<file path="src/rtl/hllru_pkg.sv">
// shared types, codes and constants of the hyperloglog register update unit
package hllru_pkg;

  localparam int MAX_PRECISION_DEF = 14;
  localparam int PREC_RESET        = 14;
  localparam int MIN_PREC          = 4;
  localparam int RANK_W            = 6;
  localparam int HASH_W            = 64;
  localparam int SEL_W             = 14;
  localparam int ZCOUNT_W          = 15;
  localparam int QUEUE_DEPTH       = 2;
  localparam int CFG_ADDR_W        = 2;
  localparam int CFG_DATA_W        = 32;

  localparam logic [1:0] OP_ADD   = 2'd0;
  localparam logic [1:0] OP_MERGE = 2'd1;
  localparam logic [1:0] OP_READ  = 2'd2;
  localparam logic [1:0] OP_RSVD  = 2'd3;

  localparam logic [CFG_ADDR_W-1:0] ADDR_PRECISION = '0;

  typedef struct packed {
    logic [1:0]        opcode;
    logic [HASH_W-1:0] hash_value;
    logic [SEL_W-1:0]  reg_select;
    logic [RANK_W-1:0] merge_rank;
  } in_item_t;

  typedef struct packed {
    logic [SEL_W-1:0]    target_index;
    logic [RANK_W-1:0]   old_rank;
    logic [RANK_W-1:0]   stored_rank;
    logic                raised;
    logic [ZCOUNT_W-1:0] zero_registers;
  } out_item_t;

endpackage

</file>
<file path="src/rtl/hllru_front.sv">
// front end: decodes a transaction into register index, rank and update flag
module hllru_front import hllru_pkg::*; #(
  parameter int IDX_W  = MAX_PRECISION_DEF,
  parameter int PREC_W = 4
) (
  input  in_item_t                  item,
  input  logic [PREC_W-1:0]         precision,
  output logic [IDX_W+RANK_W:0]     entry
);

  localparam int SELX_W = IDX_W + SEL_W;

  logic [HASH_W-1:0] forced;
  logic [IDX_W-1:0]  idx_mask;
  logic [HASH_W-1:0] shifted;
  logic [SELX_W-1:0] sel_wide;
  logic [7:0]        grp_nz;
  logic [2:0]        grp_tz [8];
  logic [5:0]        tz;
  logic [RANK_W-1:0] run_rank;
  logic [IDX_W-1:0]  idx;
  logic [RANK_W-1:0] rank;
  logic              modify;

  // top precision bits forced to ones so the zero run always ends
  always_comb begin
    for (int i = 0; i < HASH_W; i++) begin
      forced[i] = item.hash_value[i] | ((7'(i) + 7'(precision)) >= 7'd64);
    end
  end

  // trailing zero count: per byte, then first non-empty byte
  always_comb begin
    for (int g = 0; g < 8; g++) begin
      grp_nz[g] = |forced[8*g +: 8];
      grp_tz[g] = 3'd0;
      for (int b = 7; b >= 0; b--) begin
        if (forced[8*g + b]) grp_tz[g] = 3'(b);
      end
    end
    tz = 6'd0;
    for (int g = 7; g >= 0; g--) begin
      if (grp_nz[g]) tz = {3'(g), grp_tz[g]};
    end
  end

  assign run_rank  = tz + 6'd1;
  assign idx_mask  = ~({IDX_W{1'b1}} << precision);
  assign shifted   = item.hash_value >> (7'd64 - 7'(precision));
  assign sel_wide  = SELX_W'(item.reg_select);

  always_comb begin
    unique case (item.opcode)
      OP_ADD: begin
        idx    = shifted[IDX_W-1:0] & idx_mask;
        rank   = run_rank;
        modify = 1'b1;
      end
      OP_MERGE: begin
        idx    = sel_wide[IDX_W-1:0] & idx_mask;
        rank   = item.merge_rank;
        modify = 1'b1;
      end
      OP_READ, OP_RSVD: begin
        idx    = sel_wide[IDX_W-1:0] & idx_mask;
        rank   = '0;
        modify = 1'b0;
      end
      default: begin
        idx    = '0;
        rank   = '0;
        modify = 1'b0;
      end
    endcase
  end

  assign entry = {modify, rank, idx};

endmodule

</file>
<file path="config.mk">
export PLATFORM = sky130hd
export DESIGN_NAME = hllru_front
export DESIGN_NICKNAME = d
export VERILOG_FILES = /design/src/rtl/hllru_pkg.sv /design/src/rtl/hllru_front.sv
export SDC_FILE = /design/constraint.sdc
export NUM_CORES = 1
export LEC_CHECK = 0
export BUFFER_PORTS_ARGS = -buffer_cell sky130_fd_sc_hd__buf_2
export CAP_MARGIN = 25
export CORE_MARGIN = 2
export CORE_UTILIZATION = 50
export DETAILED_ROUTE_END_ITERATION = 10
export GPL_ROUTABILITY_DRIVEN = 0
export PLACE_DENSITY = 0.87
export SYNTH_ARGS = -nofsm -noshare
export SYNTH_HDL_FRONTEND = slang
export SYNTH_SLANG_ARGS = --single-unit
</file>
<file path="constraint.sdc">
create_clock -name vclk -period 4.7
set_clock_uncertainty 0.1 [all_clocks]
set_input_delay 0.235 -clock vclk [all_inputs]
set_output_delay 0.235 -clock vclk [all_outputs]
set_load 0.02 [all_outputs]
</file>
* Yosys cells after proc, flatten, opt, wreduce, memory -nomap -nowiden *
Index checks and enable logic that the tools add are counted.
Widths: inputs -> output; s select.

word-level totals
  register bits = 0
  output and inout bits = 21
  input port bits = 90

operators by class
  eq/ne operators = 3
  reduce and logical (&&, ||, !) cells = 12
  shift-type cells = 2
  mux-type cells = 75
  $lt $le $gt $ge = 64
  bitwise gates (word level) = 67
  add/sub/neg operators = 65

operator list
  kind                   count
  $add 6x4->7 const A    32
  $ge 7x7->1 const B     32
  $mux 3                 64
  $ge 6x7->1 const B     16
  $ge 5x7->1 const B     15
  $add 5x4->6 const A    16
  $or 1x1->1             64
  $reduce_or 8->1        8
  $shr 64x7->14          1
  $mux 6                 8
  $add 4x4->5 const A    8
  $and 14x14->14         2
  $pmux 14 s2            1
  $add 3x4->5 const A    4
  $pmux 6 s3             1
  $not 14->14            1
  $shl 14x4->14 const A  1
  $add 2x4->5 const A    2
  $ge 4x7->1 const B     1
  $sub 7x4->7 const A    1
  $add 6x1->6 const B    1
  $add 1x4->5 const A    1
  $eq 2x2->1 const B     2
  $reduce_or 2->1        2
  other kinds (4)        4

* Logic depth before layout (Yosys ltp) *
  depth after elaboration = 21
  gate-level depth with buffers = 14
  depth with buffers taken out = 13

* Worst setup path after synthesis *
Ideal clock, no wire load.

  path type = input to output
  start = input port precision[0]
  end = output port entry[17]
  path buffers = 1
  slack = 1116 ps
  data arrival time = 3249 ps
  data required time = 4365 ps
  stages = 11
  cell sequence = buf_1 -> inv_2 -> ha_1 -> or3b_1 -> a211o_1 -> or3_1 -> o221a_1 -> o211ai_2 -> nor3_2 -> and4b_1 -> a2111oi_2

on the way
  word-level cells in the longest chain between the ends = 21
  elaborated cells between the ends (all ways) = 273
  those cells by class = 64 x add/sub; 64 x order compare; 73 x mux; 64 x bitwise; 8 x reduce/logical

RTL lines
  what                  line               source
  start: declaration    hllru_front.sv:7   input logic [PREC_W-1:0] precision,
  $add 6x4->7           hllru_front.sv:28  forced[i] = item.hash_value[i] | ((7'(i) + 7'(precision)) >= 7'd64);
  $ge 7x7->1            hllru_front.sv:28
  $or 1x1->1            hllru_front.sv:28
  $mux 3 (8 in series)  hllru_front.sv:38  if (forced[8*g + b]) grp_tz[g] = 3'(b);
  $mux 6 (7 in series)  hllru_front.sv:43  if (grp_nz[g]) tz = {3'(g), grp_tz[g]};
  $mux 6 (*)            hllru_front.sv:43
  $add 6x1->6 (*)       hllru_front.sv:47  assign run_rank = tz + 6'd1;
  $pmux 6 s3 (*)        hllru_front.sv:53  unique case (item.opcode)
  end: declaration      hllru_front.sv:8   output logic [IDX_W+RANK_W:0] entry

Mark *: on every way between the ends. The rest lies on a longest branch, timed or not.

* Final worst setup path *
  start = input port precision[0]
  end = output port entry[18]

The elaborated chain is that of the path after synthesis.

==> impl_metrics.ini <==
[power]
p_seq_share_pct = 0
swShare_pct = 57.4
irDropWorstVdd_mv = 0.0487
p_leak_nw = 1.38
powerDensity_nw_per_um2 = 102
comb_power_share_pct = 100.0
p_sw_mw = 0.180
pwr-share-clk_pct = 0
intPower_mw = 0.134

[die]
io_pins = 111
rows = 25
die_area_sq_um = 5580
die_w_um = 74.7
core_sq_um = 4790
initial_utilization_pct = 52.2
die_h_um = 74.7

[synth]
synth_area_per_cell_sq_um = 6.72
ys_warn_count = 0
synth-compound-area-share_pct = 34.5
netlist_area_sq_um = 2500
synthXorXnorAreaFrac_pct = 0.701
synth_fa_ha_area_share_pct = 3.50
syn_inst = 372
synth_nets = 469
yosysUniqueCellTypes = 60
synth-simple-area-share_pct = 27.8
muxShareOfSynthArea_pct = 26.6
yosysSeqAreaShare_pct = 0
synth_top_family_by_area = compound AO/OA/AOI/OAI gates

[finish]
nClkBuffers = 0
fin_cells = 530
seq_cell_count = 0
fillCellCount = 416
nets = 562
areaGrowthSynthToFinish_pct = 22.6
n_antenna_cell = 0
multiInputGateArea_sq_um = 2330
layout.area.seq_sq_um = 0
layout-drive-gt1-share_pct = 28.9

[sta]
post-route-min-period_ns = 4.12
grt_setup_unrepaired = false
hold_violations = 0
maxSlewHeadroom_pct = 47.3
setup_viol_count_final = 0
min_period_over_period_pct = 87.7
slew_violations = 0
setup_tns_ns = 0
setup_slack_ns = 0.578
fmax_mhz = 243
tightest_slew_ns = 0.791

[status]
status = complete, no violations

[grt]
grtUsageMet1_pct = 42.5
grtUsageMet2_pct = 51.2
grt_pass1_wl_um = 13600
track_usage_pct = 30.1
grt_remaining_overflow = 0
antenna_found_initial = 0
grt_max_degree = 34
grt_use_met3_pct = 2.01
top_usage_layer = met2
grt_pass1_vias = 2955

[route]
post_drt_wl_per_cell_um = 16.2
ant_nets = 0
first_pass_iters = 5
routed_wl_um = 8580
drt_iter0_markers = 381
viasPerCell = 6.43
num_vias = 3409
drc = 0

[clocking]
ctsResizeCount = 0
postCtsSetupRepairBufs = 0
post_cts_hold_buffer_count = 0

[critical_path]
critPathCaptureType = primary output
setup.worst_path.start_class = primary input
arrival_ns = 3.79
critical_path.max_fanout = 21
cpPeakStageDelay_ns = 0.46
cp_slowest_cell = or3b_1
cp_cell_sequence = buf_2 -> inv_2 -> ha_1 -> or3b_1 -> a211o_1 -> nor2_1 -> a2111oi_0 -> o311ai_0 -> a21o_1 -> ha_1 -> inv_1 -> nor3b_1 -> xor2_1 -> o211a_1 -> buf_2
required_ns = 4.37
setup.worst_path.class = in2out

[placement]
place_ws_ns = 0.603
buffer_ports.inserted = 111
hpwl_um = 6900
dp.cells = 530

[run]
maxCapViolCount = 0

[hold_path]
hold_path.class = in2out
[layout by cell type, fill, tap and decap left out, types with 4 or more instances in the layout]
cell type / count
a211oi_1: 9
o211ai_1: 5
mux2i_1: 30
nor4_1: 15
nor3_1: 11
o21ai_0: 22
nand2_1: 32
nor2_1: 47
buf_2: 111
a31oi_1: 5
mux4_2: 9
a21oi_1: 41
mux2_2: 5
a22oi_1: 5
inv_1: 21
nand2b_1: 6
nand3_1: 4
o31ai_1: 6
o221ai_1: 4
mux4_1: 4
ha_1: 7
[logic make-up (layout without fill, tap and decap cells)]
group / after synthesis / after routing
and+or+nand+nor: 141 / 141
AOI/OAI and AO/OA: 130 / 130
muxes: 48 / 48
buffers and inverters: 44 / 135
adders and majority gates: 7 / 7
xor gates and xnor gates: 2 / 2
[power groups by stage]
stage                     combinational, mW  sequential, mW  clock, mW
after global placement                0.299               0          0
after floorplan                       0.199               0          0
final                                 0.314               0          0
after CTS                             0.307               0          0
after detailed placement              0.306               0          0
after global routing                  0.341               0          0
[stage by stage]
| stage | area, sq um | power, mW | hold slack, ns | utilization (%) |
|---|---|---|---|---|
| 6_report | 3070 | 0.314 | 0.725 | 64.1 |
| 5_1_grt | 3070 | 0.341 | 0.738 | 64.1 |
| 4_1_cts | 3070 | 0.307 | 0.717 | 64.1 |
| 3_5_place_dp | 3070 | 0.306 | 0.717 | 64.1 |
| 3_3_place_gp | 3070 | 0.299 | 0.706 | 64.1 |
| 2_1_floorplan | 2500 | 0.199 | 0.415 | - |
[Yosys cell counts (all sizes together), types with 3 or more instances]
| library cell | count | area, sq um |
|---|---|---|
| nor2 | 47 | 176 |
| a21oi | 41 | 205 |
| nand2 | 32 | 120 |
| mux2i | 30 | 300 |
| inv | 22 | 82.6 |
| o21ai | 22 | 110 |
| clkbuf | 16 | 60.1 |
| nor4 | 15 | 93.8 |
| mux4 | 13 | 308 |
| nor3 | 12 | 65.1 |
| a211oi | 9 | 67.6 |
| ha | 7 | 87.6 |
| buf | 6 | 28.8 |
| nand2b | 6 | 37.5 |
| o211ai | 6 | 50.1 |
| o31ai | 6 | 45.0 |
| a22oi | 5 | 37.5 |
| a31oi | 5 | 31.3 |
| mux2 | 5 | 56.3 |
| a211o | 4 | 36.3 |
| nand3 | 4 | 20.0 |
| o221ai | 4 | 35.0 |
| a2111oi | 3 | 32.5 |
| and2 | 3 | 18.8 |
| nor2b | 3 | 18.8 |
| nor3b | 3 | 22.5 |
| o21bai | 3 | 22.5 |
| or3 | 3 | 18.8 |
| or4 | 3 | 22.5 |
[routing by layer]
metal	wire [um]	share of wire, %	vias up
met2	3990	46	219
li1	-	-	1629
met3	863	10	26
met1	3550	41	1535
met4	180	2.1	0
met5	0	0	-
[final cells by class]
class / count / area share (%)
multi-input cells: 328 / 76.0
well taps: 67 / 2.73
repair buffers: 113 / 18.6
inverters: 22 / 2.69
[critical path, delay by kind of cell]
kind / cells / cell delay (ns)
AOI/OAI and AO/OA: 5 / 1.26
and+or+nand+nor: 3 / 0.88
buffers and inverters: 4 / 0.70
adders and majority gates: 2 / 0.54
xor gates and xnor gates: 1 / 0.17
[path summary, 6_finish.rpt]
| kind | cells past startpoint | slack (ns) | to | startpoint |
|---|---|---|---|---|
| setup / recovery | 15 | 0.58 | entry[18] | precision[0] |
| hold / removal | 4 | 0.73 | entry[9] | item[15] |
No activity file was read; power rests on OpenSTA's default activity.
