$ cat src/rtl/hllru_pkg.sv
// shared types, codes and constants of the hyperloglog register update unit
package hllru_pkg;

  localparam int MAX_PRECISION_DEF = 14;
  localparam int PREC_RESET        = 14;
  localparam int MIN_PREC          = 4;
  localparam int RANK_W            = 6;
  localparam int HASH_W            = 64;
  localparam int SEL_W             = 14;
  localparam int ZCOUNT_W          = 15;
  localparam int QUEUE_DEPTH       = 2;
  localparam int CFG_ADDR_W        = 2;
  localparam int CFG_DATA_W        = 32;

  localparam logic [1:0] OP_ADD   = 2'd0;
  localparam logic [1:0] OP_MERGE = 2'd1;
  localparam logic [1:0] OP_READ  = 2'd2;
  localparam logic [1:0] OP_RSVD  = 2'd3;

  localparam logic [CFG_ADDR_W-1:0] ADDR_PRECISION = '0;

  typedef struct packed {
    logic [1:0]        opcode;
    logic [HASH_W-1:0] hash_value;
    logic [SEL_W-1:0]  reg_select;
    logic [RANK_W-1:0] merge_rank;
  } in_item_t;

  typedef struct packed {
    logic [SEL_W-1:0]    target_index;
    logic [RANK_W-1:0]   old_rank;
    logic [RANK_W-1:0]   stored_rank;
    logic                raised;
    logic [ZCOUNT_W-1:0] zero_registers;
  } out_item_t;

endpackage

$ cat src/rtl/hllru_queue.sv
// short queue between front and back end
module hllru_queue import hllru_pkg::*; #(
  parameter int WIDTH = 21
) (
  input  logic             clk,
  input  logic             rst_n,
  input  logic             push,
  input  logic [WIDTH-1:0] push_data,
  input  logic             pop,
  output logic             full,
  output logic             valid,
  output logic [WIDTH-1:0] head
);

  localparam int PTR_W = (QUEUE_DEPTH > 1) ? $clog2(QUEUE_DEPTH) : 1;
  localparam int CNT_W = $clog2(QUEUE_DEPTH + 1);

  logic [WIDTH-1:0] slot_r [QUEUE_DEPTH];
  logic [PTR_W-1:0] wr_ptr_r, wr_ptr_nxt;
  logic [PTR_W-1:0] rd_ptr_r, rd_ptr_nxt;
  logic [CNT_W-1:0] count_r, count_nxt;

  assign full  = (count_r == CNT_W'(QUEUE_DEPTH));
  assign valid = (count_r != '0);
  assign head  = slot_r[rd_ptr_r];

  always_comb begin
    wr_ptr_nxt = wr_ptr_r;
    rd_ptr_nxt = rd_ptr_r;
    count_nxt  = count_r;
    if (push) begin
      wr_ptr_nxt = (wr_ptr_r == PTR_W'(QUEUE_DEPTH - 1)) ? '0 : wr_ptr_r + 1'b1;
    end
    if (pop) begin
      rd_ptr_nxt = (rd_ptr_r == PTR_W'(QUEUE_DEPTH - 1)) ? '0 : rd_ptr_r + 1'b1;
    end
    if (push && !pop) begin
      count_nxt = count_r + 1'b1;
    end else if (pop && !push) begin
      count_nxt = count_r - 1'b1;
    end
  end

  always_ff @(posedge clk) begin
    if (!rst_n) begin
      wr_ptr_r <= '0;
      rd_ptr_r <= '0;
      count_r  <= '0;
    end else begin
      wr_ptr_r <= wr_ptr_nxt;
      rd_ptr_r <= rd_ptr_nxt;
      count_r  <= count_nxt;
    end
  end

  always_ff @(posedge clk) begin
    if (push) slot_r[wr_ptr_r] <= push_data;
  end

endmodule

$ cat config.mk
export PLATFORM = sky130hd
export DESIGN_NAME = hllru_queue
export DESIGN_NICKNAME = d
export VERILOG_FILES = /design/src/rtl/hllru_pkg.sv /design/src/rtl/hllru_queue.sv
export SDC_FILE = /design/constraint.sdc
export NUM_CORES = 1
export LEC_CHECK = 0
export BUFFER_PORTS_ARGS = -buffer_cell sky130_fd_sc_hd__buf_2
export CAP_MARGIN = 10
export CORE_UTILIZATION = 25
export CTS_BUF_LIST = sky130_fd_sc_hd__clkbuf_4
export DETAILED_ROUTE_END_ITERATION = 10
export GPL_TIMING_DRIVEN = 1
export PLACE_DENSITY_LB_ADDON = 0.08
export REMOVE_ABC_BUFFERS = 1
export SLEW_MARGIN = 20
export SYNTH_ARGS = -nofsm -noshare
export SYNTH_HDL_FRONTEND = slang
export SYNTH_SLANG_ARGS = --single-unit
export TNS_END_PERCENT = 50
$ cat constraint.sdc
create_clock -name clk -period 1.7 [get_ports clk]
set_input_delay 0.17 -clock clk [delete_from_list [all_inputs] [get_ports clk]]
set_output_delay 0.17 -clock clk [all_outputs]
set_load 0.005 [all_outputs]
# --- Yosys cells after proc, flatten, opt, wreduce, memory -nomap -nowiden ---
# Memories as Yosys holds them, arrays and structs flattened. A register that Yosys moved wholly into a read port is not among the register bits.
# Index checks and enable logic that the tools add are counted.
classes:
  n_reduce_logical: 6
  addsub: 4
  muxes: 8
  eq_ne: 1
op_table:
  columns: ["op", "count"]
  rows:
  - ["$mux 1", 6]
  - ["$mux 2", 2]
  - ["$reduce_bool 2->1", 2]
  - ["$add 1x1->1 const B", 2]
  - ["$add 2x1->2 const B", 1]
  - ["$eq 2x2->1 const B", 1]
  - ["$logic_and 1x1->1", 2]
  - ["$logic_not 1->1", 2]
  - ["$sub 2x1->2 const B", 1]
totals:
  out_inout_bits: 23
  ram_bits: 42
  input_bits: 25
  register_bits: 4
  n_memories: 1
  wordCells: 23
mem_list:
  columns: ["name", "words", "width", "rd", "rd_ports_with_merged_regs", "write_ports", "line_no", "text"]
  rows:
  - ["slot_r", 2, 21, 1, 1, 1, "hllru_queue.sv:18", "logic [WIDTH-1:0] slot_r [QUEUE_DEPTH];"]

# --- Logic depth before layout (Yosys ltp) ---
# Gate-level depths: netlist of run 1.
depth:
  depth_word: 4
  mapped_depth: 5
  depth_no_buf: 5

# --- Worst setup path before layout of run 1 ---
# Ideal clock, no wire load.
synth_path:
  kind: "flip-flop to flip-flop"
  startpoint: "register wr_ptr_r"
  endpoint: "memory slot_r[0][0] (enable)"
  path_slack_ns: 0.001
  t_arrival_ns: 1.296
  synth_period_minus_slack_ns: 1.699
  required_ns: 1.297
  path_buffers: 0
  path_stages_with_launch: 2
  setup_time_ns: 0.403
  path_cell_list: "dfxtp_1 -> nor2b_1"
synth_lines:
  columns: ["item", "line_no", "text"]
  rows:
  - ["from (decl)", "hllru_queue.sv:19", "logic [PTR_W-1:0] wr_ptr_r, wr_ptr_nxt;"]
  - ["from (signal assigned)", "hllru_queue.sv:50", "wr_ptr_r <= wr_ptr_nxt;"]
  - ["to (decl)", "hllru_queue.sv:18", null]
# Straight into the memory's write port.

==> flow_summary.json, run 1 <==
{
  "swShare": 0.215,
  "grt_pass1_vias": 1081,
  "tightest_slew_ns": 0.315,
  "fin_skew_ns": 0.00438,
  "critPathLaunchType": "flip-flop",
  "clkLatencyLatePin_ns": 0.34,
  "worstSetupEndpointType": "output port",
  "reg2reg_to": "slot_r[1][2]",
  "pwr-share-clk": 0.239,
  "hpwl_mm": 2.07,
  "cts.sinks": 47,
  "critPathMaxFanout": 16,
  "synthToLayoutAreaGrowth_pct": 36.2,
  "synth.distinct_cells": 16,
  "yosysWarnings": 0,
  "diodes": 0,
  "fin_cells": 242,
  "final_cell_area_um2": 2350,
  "slew_headroom": 0.790,
  "holdWs_ns": 0.0812,
  "timing.rr.start": "wr_ptr_r",
  "seqPwrFrac": 0.623,
  "detail_route.wl_per_cell_um": 13.1,
  "cts.path.max_buffers": 2,
  "status": "finished, final reports clean",
  "grt_start_max_net_pins": 23,
  "power_switching_uw": 465,
  "period_needed_ns": 1.57,
  "initial_core_util": 0.266,
  "ir_drop_mv": 0.426,
  "fp.coreArea_um2": 6490,
  "cts_tree": "yes",
  "ys_seq_area_frac": 0.787,
  "io_buffers": 47,
  "maxCapViolCount": 0,
  "route.vias.total": 985,
  "die_x_um": 85.2,
  "tns_ns": 0,
  "rsz0062_at_grt": "false",
  "combPwrFrac": 0.138,
  "synth_area_um2": 1730,
  "power.density_nw_per_um2": 919,
  "fp.dieArea_um2": 7250,
  "drt_wl_total_mm": 3.17,
  "grt_usage": 0.0948,
  "drc": 0,
  "drive_gt1_frac": 0.503,
  "dp.cells": 213,
  "fin_crit_sh": 0.924,
  "arrival_ns": 1.40,
  "yosys_register_bits": 47,
  "rows": 29,
  "overflow": 0,
  "vias_per_cell": 4.07,
  "max_freq_mhz": 636,
  "drtAntennaViolNets": 0,
  "root_buffer": "clkbuf_4",
  "reg2reg_slack_ns": 0.58,
  "critPathRequiredTime_ns": 1.53,
  "hold_depth": 2,
  "first_pass_iters": 3,
  "place_congestion": 0.609,
  "drv_slew": 0,
  "grt_antenna_before_repair": 0,
  "p_int_mw": 1.70,
  "min_from": "rst_n",
  "synthCells": 87,
  "place_area_um2": 2080,
  "min_path_type": "in2reg",
  "die_h_um": 85.2,
  "p_leak_nw": 0.907,
  "avgSynthCellArea_um2": 19.9,
  "whs_endpoint": "wr_ptr_r",
  "clkTransAtPathRegs_ns": 0.12,
  "pre_cts_ws_ns": 0.434,
  "setup_violations": 0,
  "worst-setup-path-type": "reg2out",
  "cts_buffers": 5,
  "h-tree-depth": 2,
  "ios": 48,
  "hold_viol": 0,
  "grt_pass1_wl_mm": 5.13,
  "setup_slack_ns": 0.129,
  "drt_iter0_drc": 28,
  "layout.nets": 190,
  "reg2reg_depth": 2
}
[critical path: stages, from the launching register on]
cell and delay, ns:
dfxtp_1 0.37, buf_6 0.20, mux2_2 0.36, buf_2 0.13
[how the worst max path moves through the flow]
stage               from      endpoint  slack, ns
6_report       flip-flop      head[20]       0.13
5_1_grt        flip-flop      head[20]       0.01
4_1_cts        flip-flop      head[20]       0.02
3_5_place_dp   flip-flop      head[20]       0.43
3_3_place_gp   flip-flop      head[20]       0.46
2_1_floorplan   wr_ptr_r  slot_r[0][0]      0.001
[cells in the final DEF, fill, tap and decap left out, types with 2 or more instances in the layout]
cell type and count:
and2_1 4, buf_2 47, buf_4 3, clkbuf_4 7
dfxtp_1 5, dlygate4sd3_1 21, edfxtp_1 42, mux2_2 21
xor2_1 2
[synthesized netlist by cell type (all sizes together)]
master | count | share of area
xnor2 | 1 | 0.0051
xor2 | 2 | 0.010
a21boi | 1 | 0.0043
edfxtp | 42 | 0.73
and2 | 4 | 0.014
dfxtp | 5 | 0.058
inv | 1 | 0.0022
and2b | 1 | 0.0051
buf | 2 | 0.0058
or2 | 1 | 0.0036
o21ai | 1 | 0.0029
ha | 1 | 0.0072
nor2b | 2 | 0.0072
or3 | 1 | 0.0036
o21a | 1 | 0.0043
mux2 | 21 | 0.14
[power groups by stage]
stage	sequential (mW)	clock [mW]	combinational [mW]
final	1.35	0.518	0.298
after global routing	1.36	0.601	0.330
after CTS	1.35	0.555	0.302
after detailed placement	1.38	0	0.268
after global placement	1.37	0	0.264
after floorplan	1.38	0	0.126
[routing by layer]
layer	part of all wire	routed length [um]	global-route usage
met3	0.051	162	0.0321
met2	0.54	1710	0.175
met5	0	0	0
met4	0.0095	30	0.0370
met1	0.40	1260	0.0984
[registers in the layout, summed over array words and instances, names as in the netlist, named ones only]
name / count
count_r: 2
slot_r: 42
rd_ptr_r: 1
wr_ptr_r: 1
[kinds of logic after synthesis]
kind of cell,synth area share
AOI/OAI and AO/OA,0.0116
xor gates and xnor gates,0.0152
adders and majority gates,0.00723
buffers and inverters,0.00796
DFF,0.787
muxes,0.137
and+or+nand+nor,0.0340
[final cells by class]
type | instances | area (um2)
Sequential cell | 47 | 1360
Clock inverter | 1 | 5.00
Tap cell | 77 | 96.3
Multi-Input combinational cell | 37 | 357
Clock buffer | 7 | 52.6
Timing Repair Buffer | 72 | 479
Inverter | 1 | 3.75
Fill cell | 624 | 4140
[stage by stage]
step                total power, mW  utilization
floorplan                      1.51            -
global placement               1.64        0.321
detailed placement             1.64        0.321
CTS                            2.21        0.357
global route                   2.29        0.363
finish                         2.16        0.363
[timing repair]
item	CTS	global route
hold endpoints to repair	35	6
setup buffers	0	0
gates resized for setup	0	1
hold buffers	18	3
setup endpoints to repair	0	16
No activity file was read; power rests on OpenSTA's default activity.
==> run 2: changes to the inputs <==
Settings changed: PLACE_DENSITY from default to 0.57, PLACE_DENSITY_LB_ADDON 0.08 to default.
==> run 2 against run 1 <==
Non-clock buffer count fell by 4. Maximum frequency rose by 0.91%. Critical path depth did not move. Die area did not move. Sequential cell count did not move. Clock-buffer cell count fell by 1. Via count fell by 1.4%. Global-route usage fell by 0.63 points. Sequential power barely moved. Largest cell class unchanged. Largest power group unchanged.
==> flow_summary.json, run 2 (synthesis gave the netlist of run 1 again) <==
{
  "drt_iter0_drc": 24,
  "route.vias.total": 971,
  "drc": 0,
  "final_cell_area_um2": 2370,
  "status": "finished, final reports clean",
  "power_mw": 2.44,
  "drive_gt1_frac": 0.516,
  "pre_cts_ws_ns": 0.433,
  "place_area_um2": 2090,
  "drt_wl_total_mm": 2.96,
  "die_x_um": 85.2,
  "cts.path.max_buffers": 2,
  "power.density_nw_per_um2": 1030,
  "vias_per_cell": 4.08,
  "hold_viol": 0,
  "clkTransAtPathRegs_ns": 0.12,
  "rsz0062_at_grt": "false",
  "hpwl_mm": 2.04,
  "min_from": "push_data[14]",
  "regMostFlops": "slot_r",
  "io_buffers": 47,
  "grt_start_max_net_pins": 23,
  "period_needed_ns": 1.56,
  "setup_violations": 0,
  "setup_slack_ns": 0.143,
  "fin_crit_sh": 0.916,
  "cts_tree": "yes",
  "arrival_ns": 1.39,
  "critPathLaunchType": "flip-flop",
  "grt_use_met3": 0.0311,
  "layout.nets": 186,
  "tightest_slew_ns": 0.297,
  "mostFrequentLayoutCells": "47 x buf_2, 42 x edfxtp_1, 21 x mux2_2",
  "min_path_type": "in2reg",
  "first_pass_iters": 4,
  "tns_ns": 0,
  "worstSetupEndpointType": "output port",
  "cts.sinks": 47,
  "synthToLayoutAreaGrowth_pct": 37.3,
  "cts_setup_buffers": 0,
  "root_buffer": "clkbuf_4",
  "initial_core_util": 0.266,
  "p_leak_nw": 0.912,
  "drv_slew": 0,
  "holdWs_ns": 0.0211,
  "grt_usage": 0.0885,
  "place_congestion": 0.749,
  "fp.coreArea_um2": 6490,
  "drtAntennaViolNets": 0,
  "grt_pass1_vias": 954,
  "utilization": 0.366,
  "ir_drop_mv": 0.351,
  "top_regs": "slot_r: 42 flops, count_r: 2 flops",
  "cts_buffers": 5,
  "reg2reg_to": "slot_r[1][14]",
  "worst-setup-path-type": "reg2out",
  "maxCapViolCount": 0,
  "use_met1": 0.100,
  "grtUsageMet2": 0.154,
  "die_h_um": 85.2,
  "fillers": 600,
  "grt_antenna_before_repair": 0,
  "dp.cells": 212,
  "clkLatencyLatePin_ns": 0.34,
  "fp.dieArea_um2": 7250,
  "reg2reg_depth": 2,
  "crit_end": "head[3]",
  "critPathMaxFanout": 18,
  "timing.rr.start": "wr_ptr_r",
  "rows": 29,
  "grt_pass1_wl_mm": 4.78,
  "hold_depth": 1,
  "slew_headroom": 0.802,
  "h-tree-depth": 2,
  "fin_skew_ns": 0.00409,
  "max_freq_mhz": 642,
  "overflow": 0,
  "globalRoute.busiestLayer": "met2",
  "fin_cells": 238,
  "final_common_cell": "buf_2",
  "largest_reg_flops": 42,
  "reg2reg_slack_ns": 0.60,
  "critPathRequiredTime_ns": 1.53,
  "detail_route.wl_per_cell_um": 12.4,
  "ios": 48,
  "diodes": 0
}
run 2: changes by cell type in the layout (fill, tap and decap cells not counted), sizes merged:
| cell | before | now |
|---|---|---|
| dlygate4sd3 | 21 | 18 |
| buf | 51 | 50 |
| clkinv | 1 | 0 |
| bufinv | 0 | 2 |
| clkbuf | 7 | 6 |
run 2: layout make-up:
class / instances / area [um2] / share of cell area
Timing Repair Buffer: 68 / 450 / 0.190
Clock buffer: 6 / 45.0 / 0.0190
Tap cell: 77 / 96.3 / 0.0406
Sequential cell: 47 / 1360 / 0.574
Clock inverter: 2 / 60.1 / 0.0253
Inverter: 1 / 3.75 / 0.00158
Multi-Input combinational cell: 37 / 357 / 0.150
run 2: repair_timing:
| item | in CTS | in global routing |
|---|---|---|
| gates resized for setup | 0 | 1 |
| hold buffers | 10 | 8 |
| hold endpoints to repair | 19 | 16 |
| setup endpoints to repair | 0 | 18 |
run 2: how the worst min path moves through the flow:
stage	slack (ns)	endpoint
after global placement	0.36	slot_r[1][11]
after detailed placement	0.36	slot_r[0][7]
after global routing	0.0005	slot_r[0][13]
final	0.02	slot_r[0][14]
after CTS	0.0002	slot_r[1][18]
after floorplan	0.27	slot_r[0][0]
run 2: power by group:
| group | total, mW | switching [mW] | internal, mW | leakage (nW) |
|---|---|---|---|---|
| sequential | 1.35 | 0.0229 | 1.33 | 0.436 |
| combinational | 0.292 | 0.118 | 0.174 | 0.420 |
| clock | 0.799 | 0.324 | 0.475 | 0.0559 |
run 2: critical path, stage by stage, from the launching register on:
cell and delay [ns]:
dfxtp_2 0.40, buf_12 0.17, mux2_2 0.34, buf_2 0.13
run 2: per-layer routing:
| layer | vias up | part of all wire |
|---|---|---|
| li1 | 473 | - |
| met1 | 459 | 0.43 |
| met2 | 34 | 0.48 |
| met3 | 5 | 0.072 |
| met4 | 0 | 0.016 |
| met5 | - | 0 |
==> run 3: changes to the inputs <==
Settings changed: CORE_ASPECT_RATIO from default to 1.2.
==> run 3 against run 2 <==
Critical path depth did not move. Non-clock buffer count grew 4. Sequential cell count is the same. Final cell count rose by 5.0%. Clock skew increased by 0.0094 ns. Via count is 3.9% higher. Hold slack better by 0.052 ns. Clock power fell by 37%. Die area barely moved. Largest power group unchanged.
==> flow_summary.json, run 3 (synthesis gave the netlist of run 1 again) <==
{
  "drv_slew": 0,
  "critPathMaxFanout": 21,
  "cts_buffers": 5,
  "worstPathCellList": "buf_12 > mux2_2 > buf_2",
  "clkTransAtPathRegs_ns": 0.14,
  "ios": 48,
  "cts_resized": 0,
  "fp.dieArea_um2": 7250,
  "final_common_cell": "buf_2",
  "p_int_mw": 1.68,
  "tns_ns": 0,
  "cts_setup_buffers": 0,
  "fillers": 661,
  "rsz0062_at_grt": "false",
  "setup_violations": 0,
  "detail_route.wl_per_cell_um": 12.8,
  "max_freq_mhz": 640,
  "drt_iter0_drc": 30,
  "overflow": 0,
  "period_needed_ns": 1.56,
  "regMostFlops": "slot_r",
  "grt_pass1_vias": 1049,
  "mostFrequentLayoutCells": "47 x buf_2, 42 x edfxtp_1, 21 x mux2_2, 21 x dlygate4sd3_1, 6 x clkbuf_4",
  "ir_drop_mv": 0.402,
  "diodes": 0,
  "min_path_type": "in2reg",
  "top_regs": "slot_r: 42 flops, count_r: 2 flops",
  "hpwl_mm": 2.14,
  "hold_viol": 0,
  "power_switching_uw": 484,
  "pwr-share-clk": 0.234,
  "maxCapViolCount": 0,
  "first_pass_iters": 4,
  "worstSetupEndpointType": "output port",
  "vias_per_cell": 4.04,
  "drive_gt1_frac": 0.497,
  "fp.coreArea_um2": 6570,
  "largest_reg_flops": 42,
  "cp_num_buf_inv": 2,
  "die_x_um": 77.9,
  "combPwrFrac": 0.143,
  "worst-setup-path-type": "reg2out",
  "slowest_delay_ns": 0.38,
  "fin_cells": 250,
  "tightest_slew_ns": 0.315,
  "grt_pass1_wl_mm": 4.82,
  "dp.cells": 221,
  "rows": 32,
  "h-tree-depth": 2,
  "drc": 0,
  "crit_family": "flip-flops",
  "clkLatencyLatePin_ns": 0.35,
  "power.density_nw_per_um2": 910,
  "cts_hold_buf": 18,
  "fin_skew_ns": 0.0135,
  "cts_tree": "yes",
  "initial_core_util": 0.263,
  "grt_start_max_net_pins": 22,
  "io_buffers": 47,
  "cp_slowest_cell": "dfxtp_1",
  "slew_headroom": 0.789,
  "seqPwrFrac": 0.623,
  "layout.nets": 190,
  "synthToLayoutAreaGrowth_pct": 37.8,
  "grt_usage": 0.0914,
  "die_h_um": 93.1,
  "status": "finished, final reports clean",
  "grt_antenna_before_repair": 0,
  "p_leak_nw": 0.910,
  "drtAntennaViolNets": 0,
  "cts.path.max_buffers": 2,
  "critPathRequiredTime_ns": 1.53,
  "critPathLaunchType": "flip-flop",
  "cts.sinks": 47,
  "root_buffer": "clkbuf_4",
  "place_congestion": 0.652,
  "fin_crit_sh": 0.919,
  "drt_wl_total_mm": 3.20,
  "route.vias.total": 1009,
  "arrival_ns": 1.39,
  "swShare": 0.223
}
## run 3: area by class of cell
type / count / area [um2] / area share
inverters: 1 / 3.75 / 0.00158
multi-input cells: 37 / 357 / 0.150
clock buffers: 6 / 45.0 / 0.0189
repair buffers: 72 / 500 / 0.210
clock inverters: 2 / 8.76 / 0.00368
flip-flops and latches: 47 / 1360 / 0.571
well taps: 85 / 106 / 0.0446
## run 3: path summary, 6_finish.rpt
check | start | end | slack [ns] | cells after the start
worst max-delay path | flip-flop | head[19] | 0.14 | 3
worst min-delay path | rst_n | wr_ptr_r | 0.07 | 2
worst max register to register | wr_ptr_r | slot_r[0][0] | 0.52 | 2
worst min register to register | count_r[1] | count_r[1] | 0.54 | 2
## run 3: through the flow
| step | setup slack, ns | util | hold WS, ns | power [mW] | instance area, um2 |
|---|---|---|---|---|---|
| finish | 0.138 | 0.363 | 0.0733 | 2.17 | 2380 |
| global route | 0.0638 | 0.363 | 0.0347 | 2.28 | 2380 |
| CTS | 0.109 | 0.358 | 0.000816 | 2.20 | 2350 |
| detailed placement | 0.485 | 0.323 | 0.364 | 1.66 | 2120 |
| global placement | 0.539 | 0.323 | 0.360 | 1.64 | 2120 |
| floorplan | 0.00120 | - | 0.269 | 1.51 | 1720 |
## run 3: layer usage
layer | wire [um] | global-route usage | up-vias
met5 | 0 | 0 | -
met4 | 44 | 0.0324 | 0
met3 | 146 | 0.0322 | 5
met2 | 1680 | 0.164 | 34
met1 | 1330 | 0.0994 | 490
li1 | - | - | 480
## run 3: power groups by stage
stage,Clock [mW],Combinational [mW],Sequential [mW]
6_report,0.507,0.310,1.35
4_1_cts,0.535,0.312,1.35
2_1_floorplan,0,0.126,1.38
3_3_place_gp,0,0.265,1.37
3_5_place_dp,0,0.279,1.38
5_1_grt,0.583,0.336,1.36
